===== src/sv/hbem_pkg.sv =====
// hbem_pkg: shared types, register codes and address constants for the
// hashed block extent mapper. No dependencies.
`default_nettype none

package hbem_pkg;

	// configuration register indexes
	localparam logic [1:0] CFG_LAYOUT_MODE   = 2'd0;
	localparam logic [1:0] CFG_DATA_START    = 2'd1;
	localparam logic [1:0] CFG_HEADER_OFFSET = 2'd2;

	// layout codes; the unused code behaves as multi-file
	localparam logic [1:0] LAYOUT_MULTI    = 2'd0;
	localparam logic [1:0] LAYOUT_SINGLE   = 2'd1;
	localparam logic [1:0] LAYOUT_ENHANCED = 2'd2;
	localparam logic [1:0] LAYOUT_SPARE    = 2'd3;

	localparam logic [15:0] HEADER_OFFSET_RST = 16'hB000;
	localparam int unsigned HBEM_QUEUE_DEPTH  = 4;

	localparam logic [31:0] SHIFT_BLKS    = 32'd2;
	localparam logic [16:0] BLKS_PER_FILE = 17'd82824;
	localparam logic [13:0] BLKS_PER_FILE_OCT = 14'(BLKS_PER_FILE / 8);
	// under-estimating reciprocal: quotient is exact or one short
	localparam int unsigned RECIP_FILE_SHIFT = 40;
	localparam logic [26:0] RECIP_FILE =
		27'((64'd1 << RECIP_FILE_SHIFT) / 64'(BLKS_PER_FILE_OCT));
	// level-0 group of 408 blocks, 408 = 8 * 51; exact for 14-bit operands
	localparam logic [5:0]  BLKS_PER_L0_OCT = 6'd51;
	localparam int unsigned RECIP_L0_SHIFT  = 20;
	localparam logic [14:0] RECIP_L0 =
		15'(((64'd1 << RECIP_L0_SHIFT) + 64'(BLKS_PER_L0_OCT) - 64'd1) / 64'(BLKS_PER_L0_OCT));

	localparam logic [27:0] FRAG_BYTES = 28'hA290000;
	localparam logic [27:0] WRAP_SKIP  = 28'h0002000;
	localparam logic [27:0] OFF_STEP   = 28'h0000800;
	localparam logic [31:0] LEN_STEP   = 32'h00000800;
	localparam logic [31:0] LEN_SAT    = 32'hFFFFF800;

	typedef struct packed {
		logic [15:0] frag_file;
		logic [27:0] byte_offset;
		logic        run_start;
		logic        run_end;
	} hbem_item_t;

	typedef struct packed {
		logic full;
		logic valid;
	} hbem_qstat_t;

	typedef struct packed {
		logic [31:0] extent_bytes;
		logic [27:0] byte_offset;
		logic [15:0] frag_file;
		logic        last_extent;
	} hbem_result_t;

endpackage

`default_nettype wire


===== src/sv/hashed_block_extent_mapper.sv =====
// Top level of the hashed block extent mapper: configuration registers,
// translation front, queue and merging back. Depends on hbem_pkg and submodules.
//
// One block number is taken per clock while the queue has room; it reaches the
// merger after six translation stages and the queue. The output buffer
// holds two results and sends one per clock while m_tready is high, so a block
// that closes two extents fills both slots and the queue absorbs the slip.
// Configuration must be written only when the block is idle.
`default_nettype none

module hashed_block_extent_mapper #(
	parameter int unsigned QUEUE_DEPTH = hbem_pkg::HBEM_QUEUE_DEPTH
) (
	input  wire logic        clk,
	input  wire logic        arst_n,
	input  wire logic        cfg_we,
	input  wire logic [1:0]  cfg_index,
	input  wire logic [30:0] cfg_wdata,
	input  wire logic        s_tvalid,
	output logic             s_tready,
	input  wire logic [31:0] s_tdata,  // [31:0] block number
	input  wire logic        s_tuser,  // [0] run_start
	input  wire logic        s_tlast,
	output logic             m_tvalid,
	input  wire logic        m_tready,
	output logic [79:0]      m_tdata,  // [15:0] fragment file, [43:16] byte_offset,
	                                   // [75:44] extent_bytes, [79:76] zero
	output logic             m_tlast
);
	import hbem_pkg::*;

	logic [1:0]  layout_mode_q;
	logic [30:0] data_start_q;
	logic [15:0] header_offset_q;

	hbem_item_t  f_item, q_item;
	hbem_qstat_t qstat;
	logic        q_push, q_pop;

	always_ff @(posedge clk or negedge arst_n) begin
		if (!arst_n) begin
			layout_mode_q   <= LAYOUT_MULTI;
			data_start_q    <= '0;
			header_offset_q <= HEADER_OFFSET_RST;
		end else if (cfg_we) begin
			case (cfg_index)
				CFG_LAYOUT_MODE:   layout_mode_q   <= cfg_wdata[1:0];
				CFG_DATA_START:    data_start_q    <= cfg_wdata;
				CFG_HEADER_OFFSET: header_offset_q <= cfg_wdata[15:0];
				default: ;
			endcase
		end
	end

	hbem_front u_front (
		.clk           (clk),
		.arst_n        (arst_n),
		.layout_mode   (layout_mode_q),
		.data_start    (data_start_q),
		.header_offset (header_offset_q),
		.in_valid      (s_tvalid),
		.in_ready      (s_tready),
		.blk_num       (s_tdata),
		.run_start     (s_tuser),
		.run_end       (s_tlast),
		.qstat         (qstat),
		.push          (q_push),
		.item          (f_item)
	);

	hbem_queue #(.DEPTH(QUEUE_DEPTH)) u_queue (
		.clk     (clk),
		.arst_n  (arst_n),
		.push    (q_push),
		.wr_item (f_item),
		.pop     (q_pop),
		.rd_item (q_item),
		.qstat   (qstat)
	);

	hbem_back u_back (
		.clk      (clk),
		.arst_n   (arst_n),
		.item     (q_item),
		.qstat    (qstat),
		.pop      (q_pop),
		.m_tvalid (m_tvalid),
		.m_tready (m_tready),
		.m_tdata  (m_tdata),
		.m_tlast  (m_tlast)
	);

	a_pop_has_item: assert property (@(posedge clk) disable iff (!arst_n)
		q_pop |-> qstat.valid)
		else $error("merger took an item from an empty queue");

	a_push_has_room: assert property (@(posedge clk) disable iff (!arst_n)
		q_push |-> !qstat.full)
		else $error("translation pushed into a full queue");

	a_stall_only_full: assert property (@(posedge clk) disable iff (!arst_n)
		!s_tready |-> qstat.full)
		else $error("input stalled while the queue had room");

	a_full_drains: assert property (@(posedge clk) disable iff (!arst_n)
		(qstat.full && !q_pop) |=> qstat.full)
		else $error("queue lost an entry without a pop");

endmodule

`default_nettype wire


===== src/sv/hbem_front.sv =====
// hbem_front: six-stage translation of a block number to fragment file and
// byte offset (constant-divisor arithmetic). Depends on hbem_pkg.
`default_nettype none

module hbem_front (
	input  wire logic                 clk,
	input  wire logic                 arst_n,
	input  wire logic [1:0]           layout_mode,
	input  wire logic [30:0]          data_start,
	input  wire logic [15:0]          header_offset,
	input  wire logic                 in_valid,
	output logic                      in_ready,
	input  wire logic [31:0]          blk_num,
	input  wire logic                 run_start,
	input  wire logic                 run_end,
	input  wire hbem_pkg::hbem_qstat_t qstat,
	output logic                      push,
	output hbem_pkg::hbem_item_t      item
);
	import hbem_pkg::*;

	logic        en;
	logic        vld_s1, vld_s2, vld_s3, vld_s4, vld_s5, vld_s6;
	logic [1:0]  flg_s1, flg_s2, flg_s3, flg_s4, flg_s5, flg_s6;
	logic [31:0] t_s1, t_s2;
	logic [15:0] q0_s2, q0_s3;
	logic [17:0] r0_s3;
	logic [16:0] fblk_s4, fblk_s5;
	logic [15:0] fidx_s4, fidx_s5, fidx_s6;
	logic [7:0]  q2_s5;
	logic [27:0] a_s6;

	logic [31:0] t_in;
	logic [55:0] prod1;
	logic [31:0] r0_full;
	logic        r0_ge;
	logic [28:0] prod2;
	logic [7:0]  l0p1;
	logic [27:0] a_sum;
	logic        wrap;

	assign en       = !vld_s6 || !qstat.full;
	assign in_ready = en;
	assign push     = vld_s6 && !qstat.full;

	always_comb begin
		t_in = blk_num - {data_start, 1'b0};
		if (layout_mode == LAYOUT_ENHANCED) begin
			t_in = t_in + SHIFT_BLKS;
		end
		prod1   = 56'(t_s1[31:3]) * 56'(RECIP_FILE);
		r0_full = t_s2 - (32'(q0_s2) * 32'(BLKS_PER_FILE));
		r0_ge   = r0_s3 >= 18'(BLKS_PER_FILE);
		prod2   = 29'(fblk_s4[16:3]) * 29'(RECIP_L0);
		l0p1    = q2_s5 + 8'd2;
		a_sum   = {fblk_s5, 11'b0} + 28'({l0p1, 12'b0});
		if (layout_mode == LAYOUT_SINGLE) begin
			a_sum = a_sum + 28'(header_offset);
		end
		wrap = a_s6 >= FRAG_BYTES;
		item.frag_file   = fidx_s6 + 16'(wrap);
		item.byte_offset = wrap ? a_s6 - (FRAG_BYTES - WRAP_SKIP) : a_s6;
		item.run_start   = flg_s6[1];
		item.run_end     = flg_s6[0];
	end

	always_ff @(posedge clk or negedge arst_n) begin
		if (!arst_n) begin
			vld_s1 <= 1'b0;
			vld_s2 <= 1'b0;
			vld_s3 <= 1'b0;
			vld_s4 <= 1'b0;
			vld_s5 <= 1'b0;
			vld_s6 <= 1'b0;
		end else if (en) begin
			vld_s1 <= in_valid;
			vld_s2 <= vld_s1;
			vld_s3 <= vld_s2;
			vld_s4 <= vld_s3;
			vld_s5 <= vld_s4;
			vld_s6 <= vld_s5;
		end
	end

	always_ff @(posedge clk) begin
		if (en) begin
			flg_s1  <= {run_start, run_end};
			t_s1    <= t_in;
			flg_s2  <= flg_s1;
			t_s2    <= t_s1;
			q0_s2   <= prod1[RECIP_FILE_SHIFT +: 16];
			flg_s3  <= flg_s2;
			q0_s3   <= q0_s2;
			r0_s3   <= r0_full[17:0];
			flg_s4  <= flg_s3;
			fblk_s4 <= r0_ge ? 17'(r0_s3 - 18'(BLKS_PER_FILE)) : r0_s3[16:0];
			fidx_s4 <= q0_s3 + 16'(r0_ge);
			flg_s5  <= flg_s4;
			fblk_s5 <= fblk_s4;
			fidx_s5 <= fidx_s4;
			q2_s5   <= prod2[RECIP_L0_SHIFT +: 8];
			flg_s6  <= flg_s5;
			fidx_s6 <= fidx_s5;
			a_s6    <= a_sum;
		end
	end

endmodule

`default_nettype wire


===== src/sv/hbem_queue.sv =====
// hbem_queue: short register queue between translation and extent merging.
// Depends on hbem_pkg.
`default_nettype none

module hbem_queue #(
	parameter int unsigned DEPTH = hbem_pkg::HBEM_QUEUE_DEPTH
) (
	input  wire logic                  clk,
	input  wire logic                  arst_n,
	input  wire logic                  push,
	input  wire hbem_pkg::hbem_item_t  wr_item,
	input  wire logic                  pop,
	output hbem_pkg::hbem_item_t       rd_item,
	output hbem_pkg::hbem_qstat_t      qstat
);
	import hbem_pkg::*;

	localparam int unsigned PW = (DEPTH > 1) ? $clog2(DEPTH) : 1;
	localparam int unsigned CW = $clog2(DEPTH + 1);

	hbem_item_t      mem_q [DEPTH];
	logic [PW-1:0]   wr_ptr_q, rd_ptr_q;
	logic [CW-1:0]   count_q;

	function automatic logic [PW-1:0] ptr_next(input logic [PW-1:0] p);
		ptr_next = (p == PW'(DEPTH - 1)) ? '0 : p + 1'b1;
	endfunction

	assign qstat.full  = count_q == CW'(DEPTH);
	assign qstat.valid = count_q != '0;
	assign rd_item     = mem_q[rd_ptr_q];

	always_ff @(posedge clk) begin
		if (push) begin
			mem_q[wr_ptr_q] <= wr_item;
		end
	end

	always_ff @(posedge clk or negedge arst_n) begin
		if (!arst_n) begin
			wr_ptr_q <= '0;
			rd_ptr_q <= '0;
			count_q  <= '0;
		end else begin
			if (push) begin
				wr_ptr_q <= ptr_next(wr_ptr_q);
			end
			if (pop) begin
				rd_ptr_q <= ptr_next(rd_ptr_q);
			end
			case ({push, pop})
				2'b10:   count_q <= count_q + 1'b1;
				2'b01:   count_q <= count_q - 1'b1;
				default: count_q <= count_q;
			endcase
		end
	end

endmodule

`default_nettype wire


===== src/sv/hbem_back.sv =====
// hbem_back: merges consecutive offsets into extents and buffers up to two
// results for the output stream. Depends on hbem_pkg.
`default_nettype none

module hbem_back (
	input  wire logic                  clk,
	input  wire logic                  arst_n,
	input  wire hbem_pkg::hbem_item_t  item,
	input  wire hbem_pkg::hbem_qstat_t qstat,
	output logic                       pop,
	output logic                       m_tvalid,
	input  wire logic                  m_tready,
	output logic [79:0]                m_tdata,
	output logic                       m_tlast
);
	import hbem_pkg::*;

	logic         open_valid_q;
	logic [15:0]  open_file_q;
	logic [27:0]  open_offset_q;
	logic [31:0]  open_length_q;
	logic [27:0]  prev_offset_q;
	hbem_result_t slot_q [2];
	logic         rd_ptr_q;
	logic [1:0]   cnt_q;

	logic         consec, emit_a, taken;
	logic [1:0]   need, free_slots, n_wr;
	logic [27:0]  step;
	logic [31:0]  len_inc;
	logic [15:0]  nx_file;
	logic [27:0]  nx_offset;
	logic [31:0]  nx_length;
	hbem_result_t res_a, res_b, first;
	logic         wp;
	hbem_result_t head;

	always_comb begin
		step    = item.byte_offset - prev_offset_q;
		consec  = open_valid_q && !item.run_start && (step == OFF_STEP);
		emit_a  = open_valid_q && !consec;
		need    = {1'b0, emit_a} + {1'b0, item.run_end};
		taken   = m_tvalid && m_tready;
		free_slots = 2'd2 - cnt_q + {1'b0, taken};
		pop     = qstat.valid && (need <= free_slots);
		n_wr    = pop ? need : 2'd0;

		len_inc   = (open_length_q > LEN_SAT - LEN_STEP) ? LEN_SAT : open_length_q + LEN_STEP;
		nx_file   = consec ? open_file_q   : item.frag_file;
		nx_offset = consec ? open_offset_q : item.byte_offset;
		nx_length = consec ? len_inc       : LEN_STEP;

		res_a = '{extent_bytes: open_length_q, byte_offset: open_offset_q,
			frag_file: open_file_q, last_extent: item.run_start};
		res_b = '{extent_bytes: nx_length, byte_offset: nx_offset,
			frag_file: nx_file, last_extent: 1'b1};
		first = emit_a ? res_a : res_b;
		wp    = rd_ptr_q ^ cnt_q[0];

		head     = slot_q[rd_ptr_q];
		m_tvalid = cnt_q != 2'd0;
		m_tdata  = {4'b0, head.extent_bytes, head.byte_offset, head.frag_file};
		m_tlast  = head.last_extent;
	end

	always_ff @(posedge clk) begin
		if (n_wr != 2'd0) begin
			slot_q[wp] <= first;
		end
		if (n_wr == 2'd2) begin
			slot_q[!wp] <= res_b;
		end
		if (pop) begin
			open_file_q   <= nx_file;
			open_offset_q <= nx_offset;
			open_length_q <= nx_length;
		end
	end

	always_ff @(posedge clk or negedge arst_n) begin
		if (!arst_n) begin
			open_valid_q  <= 1'b0;
			prev_offset_q <= '1;
			rd_ptr_q      <= 1'b0;
			cnt_q         <= 2'd0;
		end else begin
			if (pop) begin
				open_valid_q  <= !item.run_end;
				prev_offset_q <= item.byte_offset;
			end
			rd_ptr_q <= rd_ptr_q ^ taken;
			cnt_q    <= cnt_q - {1'b0, taken} + n_wr;
		end
	end

endmodule

`default_nettype wire

===== config.mk =====
export PLATFORM = sky130hd
export DESIGN_NAME = hashed_block_extent_mapper
export DESIGN_NICKNAME = d
export VERILOG_FILES = /design/src/sv/hbem_pkg.sv /design/src/sv/hashed_block_extent_mapper.sv /design/src/sv/hbem_front.sv /design/src/sv/hbem_queue.sv /design/src/sv/hbem_back.sv
export SDC_FILE = /design/constraint.sdc
export NUM_CORES = 2
export LEC_CHECK = 0
export BUFFER_PORTS_ARGS = -buffer_cell sky130_fd_sc_hd__buf_2
export CORE_ASPECT_RATIO = 0.6
export CORE_MARGIN = 1
export CORE_UTILIZATION = 64
export DETAILED_ROUTE_END_ITERATION = 8
export PLACE_DENSITY = 0.82
export SLEW_MARGIN = 25
export SYNTH_ARGS = -nofsm -noshare
export SYNTH_HDL_FRONTEND = slang
export SYNTH_SLANG_ARGS = --single-unit

===== constraint.sdc =====
create_clock -name clk -period 13.1 [get_ports clk]
set_clock_uncertainty 0.1 [all_clocks]
set_input_delay 0.655 -clock clk [delete_from_list [all_inputs] [get_ports clk]]
set_output_delay 0.655 -clock clk [all_outputs]
set_load 0.03 [all_outputs]

==> impl_results.rst <==
.. list-table::
   :header-rows: 1

   * - Metric
     - Value
   * - Arrival time reported for the critical path endpoint
     - roughly 11,000 ps
   * - Post-route fraction of the period consumed by the critical path
     - 80.8%
   * - First-iteration detailed-routing DRC count
     - roughly 2,800
   * - Number of vias per cell
     - 6.14
   * - Number of buffers inserted by port buffering
     - 150
   * - Number of enable-type register cells in the synthesized netlist
     - between 600 and 700
   * - TritonCTS clock tree
     - built
   * - Peak fanout along the critical path
     - 62
   * - Mapped Area
     - a little under 0.05 mm^2
   * - Aggregate routed wire length
     - between 100,000 and 150,000 um
   * - CP max stage cell
     - sky130_fd_sc_hd__dfrtp_2
   * - Tightest Hold Check Type
     - input pin to flip-flop
   * - CTS clk-pin slew, worst paths
     - 70 ps
   * - Sum of negative setup slack
     - 0 ps
   * - Run status
     - finished, final reports clean
   * - Dominant cell type by area after synthesis
     - sky130_fd_sc_hd__edfxtp_1
   * - Area used by multi-input combinational logic
     - between 0.02 and 0.025 mm^2
   * - Clock period minus final worst setup slack
     - ~11,000 ps
   * - Required time of the worst setup path
     - between 10,000 and 15,000 ps
   * - Routed WL per cell
     - between 20 and 25 um
   * - Number of cells traversed by the worst register-to-register path
     - 24
   * - Main flop type after synthesis
     - sky130_fd_sc_hd__edfxtp_1
   * - Vias in the first global route
     - roughly 30,000
   * - Clock latency on the worst-skew pair
     - about 640 ps
   * - Leading post-synthesis cells by cell area
     - sky130_fd_sc_hd__edfxtp_1 40%, sky130_fd_sc_hd__ha_1 14%, sky130_fd_sc_hd__fa_1 9.1%
   * - Area of all sequential standard cells
     - ~0.022 mm^2
   * - CTS Buf Count
     - 69
   * - Longest Clk Path Bufs
     - 3
   * - Hold Crit Start
     - s_tdata[0]
   * - Transition time at the pin with the least slew margin
     - roughly 1100 ps
   * - Count of antenna diodes in the layout
     - 0
   * - Pre-CTS WS
     - 2780 ps
   * - Avg Inst Size Synth
     - 12.5 um^2
   * - Global-route wire length before repair
     - 173,000 um
   * - Buffer and inverter count on the worst path
     - 5
   * - Max incr delay on CP
     - 950 ps
   * - Horizontal die dimension
     - roughly 360 um
   * - Via count of the routed design
     - between 30,000 and 40,000
   * - Share of layout cells above drive strength 1
     - between 15 and 20%
   * - Unrepaired setup endpoints after global routing
     - no
   * - Area share of the leading cell type in the synthesized netlist
     - approximately two fifths
   * - Post-CTS repair timing setup buffer count
     - 0
   * - Fmax
     - 94.5 MHz
   * - H-Tree Level Count
     - 3
   * - Unique cell type count in the Yosys netlist
     - 96
   * - Critical Path End Type
     - flip-flop
   * - Final worst-path setup slack
     - about 2500 ps
   * - Number of instances in the synthesized netlist
     - between 3,000 and 4,000
   * - Number of filler instances in the final layout
     - roughly 5,000
   * - Async set-reset flop share out of synthesis
     - around an eighth
   * - Hold violation count in the final report
     - 0
   * - Area of the core
     - between 0.07 and 0.08 mm^2
   * - Antenna Nets Post-Route
     - 0
   * - Startpoint Class
     - flip-flop
   * - Number of clock sinks
     - between 700 and 800
   * - Crit-path cells
     - buf_4 -> mux4_2 -> ha_1 -> a211oi_1 -> o21ai_0 -> a21oi_1 -> o21ai_0 -> a21oi_1 -> xor2_1 -> or4_1 -> nand4bb_1 -> o31a_1 -> ha_1 -> inv_1 -> ha_1 -> nand2_1 -> o21ai_0 -> o31ai_4 -> clkinv_2 -> nand4_1 -> and2_1 -> inv_4 -> buf_4 -> a32o_1
   * - Overall die area
     - 0.0764 mm^2
   * - GRT Util Overall
     - ~29%
   * - Signed area change from the synthesized netlist to the final layout
     - 8.51%
   * - Maximum capacitance violations
     - 0
   * - Die height
     - approximately 210 um
   * - Number of remaining DRC errors
     - 0
   * - Initial Utilization
     - about two thirds
   * - Number of antenna violations at the first check in global routing
     - 1
   * - Number of nets in the layout
     - 4,819
   * - Routability-driven placement congestion ratio
     - about 0.98
   * - Max_slew headroom
     - 26.9%
   * - Global route total overflow
     - 0
   * - Number of core rows
     - between 70 and 80
   * - Setup violations, final
     - 0
   * - Setup slack of the most critical reg-to-reg path
     - ~2500 ps
   * - Delay-heaviest family, CP
     - compound AO/OA/AOI/OAI gates
   * - Ports
     - ~160
   * - Hold-critical path endpoint
     - u_front.t_s1[0]
   * - Number of gates resized after CTS
     - 0
   * - First-pass iteration count of the detailed router
     - 7
   * - Endpoint of the worst-slack reg-to-reg timing path
     - u_back.slot_q[0][42]
   * - Worst setup path class
     - flip-flop to flip-flop
   * - Worst flop-to-flop path startpoint
     - u_queue.rd_ptr_q[1]
   * - Pin count of the biggest net entering global routing
     - 83
   * - Hold path cells
     - 1
   * - Sequential fraction of the synthesis area
     - between 40 and 50%
   * - DPL Wire Length
     - 81,300 um
   * - Library cell used as clock root buffer
     - sky130_fd_sc_hd__clkbuf_16
   * - Hold buffer count at cts
     - 1
   * - Count of state elements after synthesis
     - ~740
   * - Yosys Warn Count
     - 0
   * - Final max-slew violation count
     - 0
==> how the worst max path moves through the flow <==
stage | start | end | cells past startpoint
finish | u_queue.rd_ptr_q[1] | u_back.slot_q[0][42] | 24
global route | u_queue.rd_ptr_q[0] | u_back.slot_q[0][42] | 24
CTS | u_queue.rd_ptr_q[0] | u_back.slot_q[0][42] | 24
detailed placement | u_queue.rd_ptr_q[0] | u_back.slot_q[0][34] | 24
global placement | u_queue.rd_ptr_q[0] | u_back.slot_q[0][35] | 24
floorplan | u_queue.rd_ptr_q[0] | u_back.slot_q[0][37] | 28
==> routing by layer <==
metal	track usage [%]	part of all wire, %	wire (um)	vias up
met5	0	0	0	-
met4	6.19	1.6	1770	0
met3	5.83	9.4	10300	122
met2	41.8	42	46200	1277
met1	46.3	47	51400	15300
li1	-	-	-	14200
==> synthesized netlist by cell type, drive strengths merged, types with 59 or more instances <==
| cell type | count |
|---|---|
| a21oi | 130 |
| a22o | 70 |
| clkbuf | 59 |
| dfrtp | 63 |
| edfxtp | 642 |
| fa | 219 |
| ha | 534 |
| inv | 495 |
| mux2 | 200 |
| nand2 | 186 |
| nand3 | 92 |
| nor2 | 142 |
| o21ai | 83 |
| xnor2 | 147 |
| xor2 | 78 |
==> final cells by class <==
| cell class | count | area share, % |
|---|---|---|
| sequential | 738 | 41.5 |
| clock inverter | 38 | 0.797 |
| timing repair buffer | 180 | 1.88 |
| clock buffer | 85 | 3.54 |
| multi-input combinational | 2508 | 46.3 |
| tap | 987 | 2.36 |
| inverter | 497 | 3.59 |
==> layout by cell type (no fill, tap or decap), types with 53 or more instances in the layout <==
cell,count
sky130_fd_sc_hd__edfxtp_1,642
sky130_fd_sc_hd__ha_1,534
sky130_fd_sc_hd__inv_1,487
sky130_fd_sc_hd__fa_1,219
sky130_fd_sc_hd__nand2_1,185
sky130_fd_sc_hd__mux2_2,170
sky130_fd_sc_hd__buf_2,149
sky130_fd_sc_hd__xnor2_1,147
sky130_fd_sc_hd__nor2_1,140
sky130_fd_sc_hd__a21oi_1,129
sky130_fd_sc_hd__nand3_1,90
sky130_fd_sc_hd__o21ai_0,80
sky130_fd_sc_hd__xor2_1,77
sky130_fd_sc_hd__clkbuf_16,71
sky130_fd_sc_hd__a22o_1,70
sky130_fd_sc_hd__dfrtp_1,60
sky130_fd_sc_hd__a21o_1,53
==> through the flow <==
step | cell area [um^2] | hold slack (ps) | instances | utilization [%]
floorplan | 48200 | 259 | 3845 | -
global placement | 50000 | 302 | 4907 | 67.4
detailed placement | 50000 | 305 | 4907 | 67.4
CTS | 52200 | 51.1 | 5031 | 70.5
global route | 52300 | 73.4 | 5033 | 70.5
finish | 52300 | 89.7 | 5033 | 70.5
==> registers in the layout (all words and copies together) (netlist names), 17 cells and up <==
register,cells
u_front.fblk_s4,17
u_back.prev_offset_q,28
u_front.t_s1,32
u_back.open_offset_q,28
data_start_q,31
u_front.t_s2,18
u_front.r0_s3,18
u_front.fblk_s5,17
u_back.open_length_q,32
u_queue.mem_q,184
u_front.a_s6,28
u_back.slot_q,154
==> cells by family after synthesis <==
group / Yosys count / synth area share (%)
xor gates and xnor gates: 225 / 4.11
muxes: 256 / 7.27
buffers and inverters: 599 / 4.90
other: 1 / 0.00779
DFF: 738 / 45.1
adders and majority gates: 753 / 23.0
and+or+nand+nor: 713 / 7.50
AOI/OAI and AO/OA: 557 / 8.17
Power is left out: the tool's default activity adds up to more than one toggle a clock period on the data nets, which glitch-free logic cannot reach.
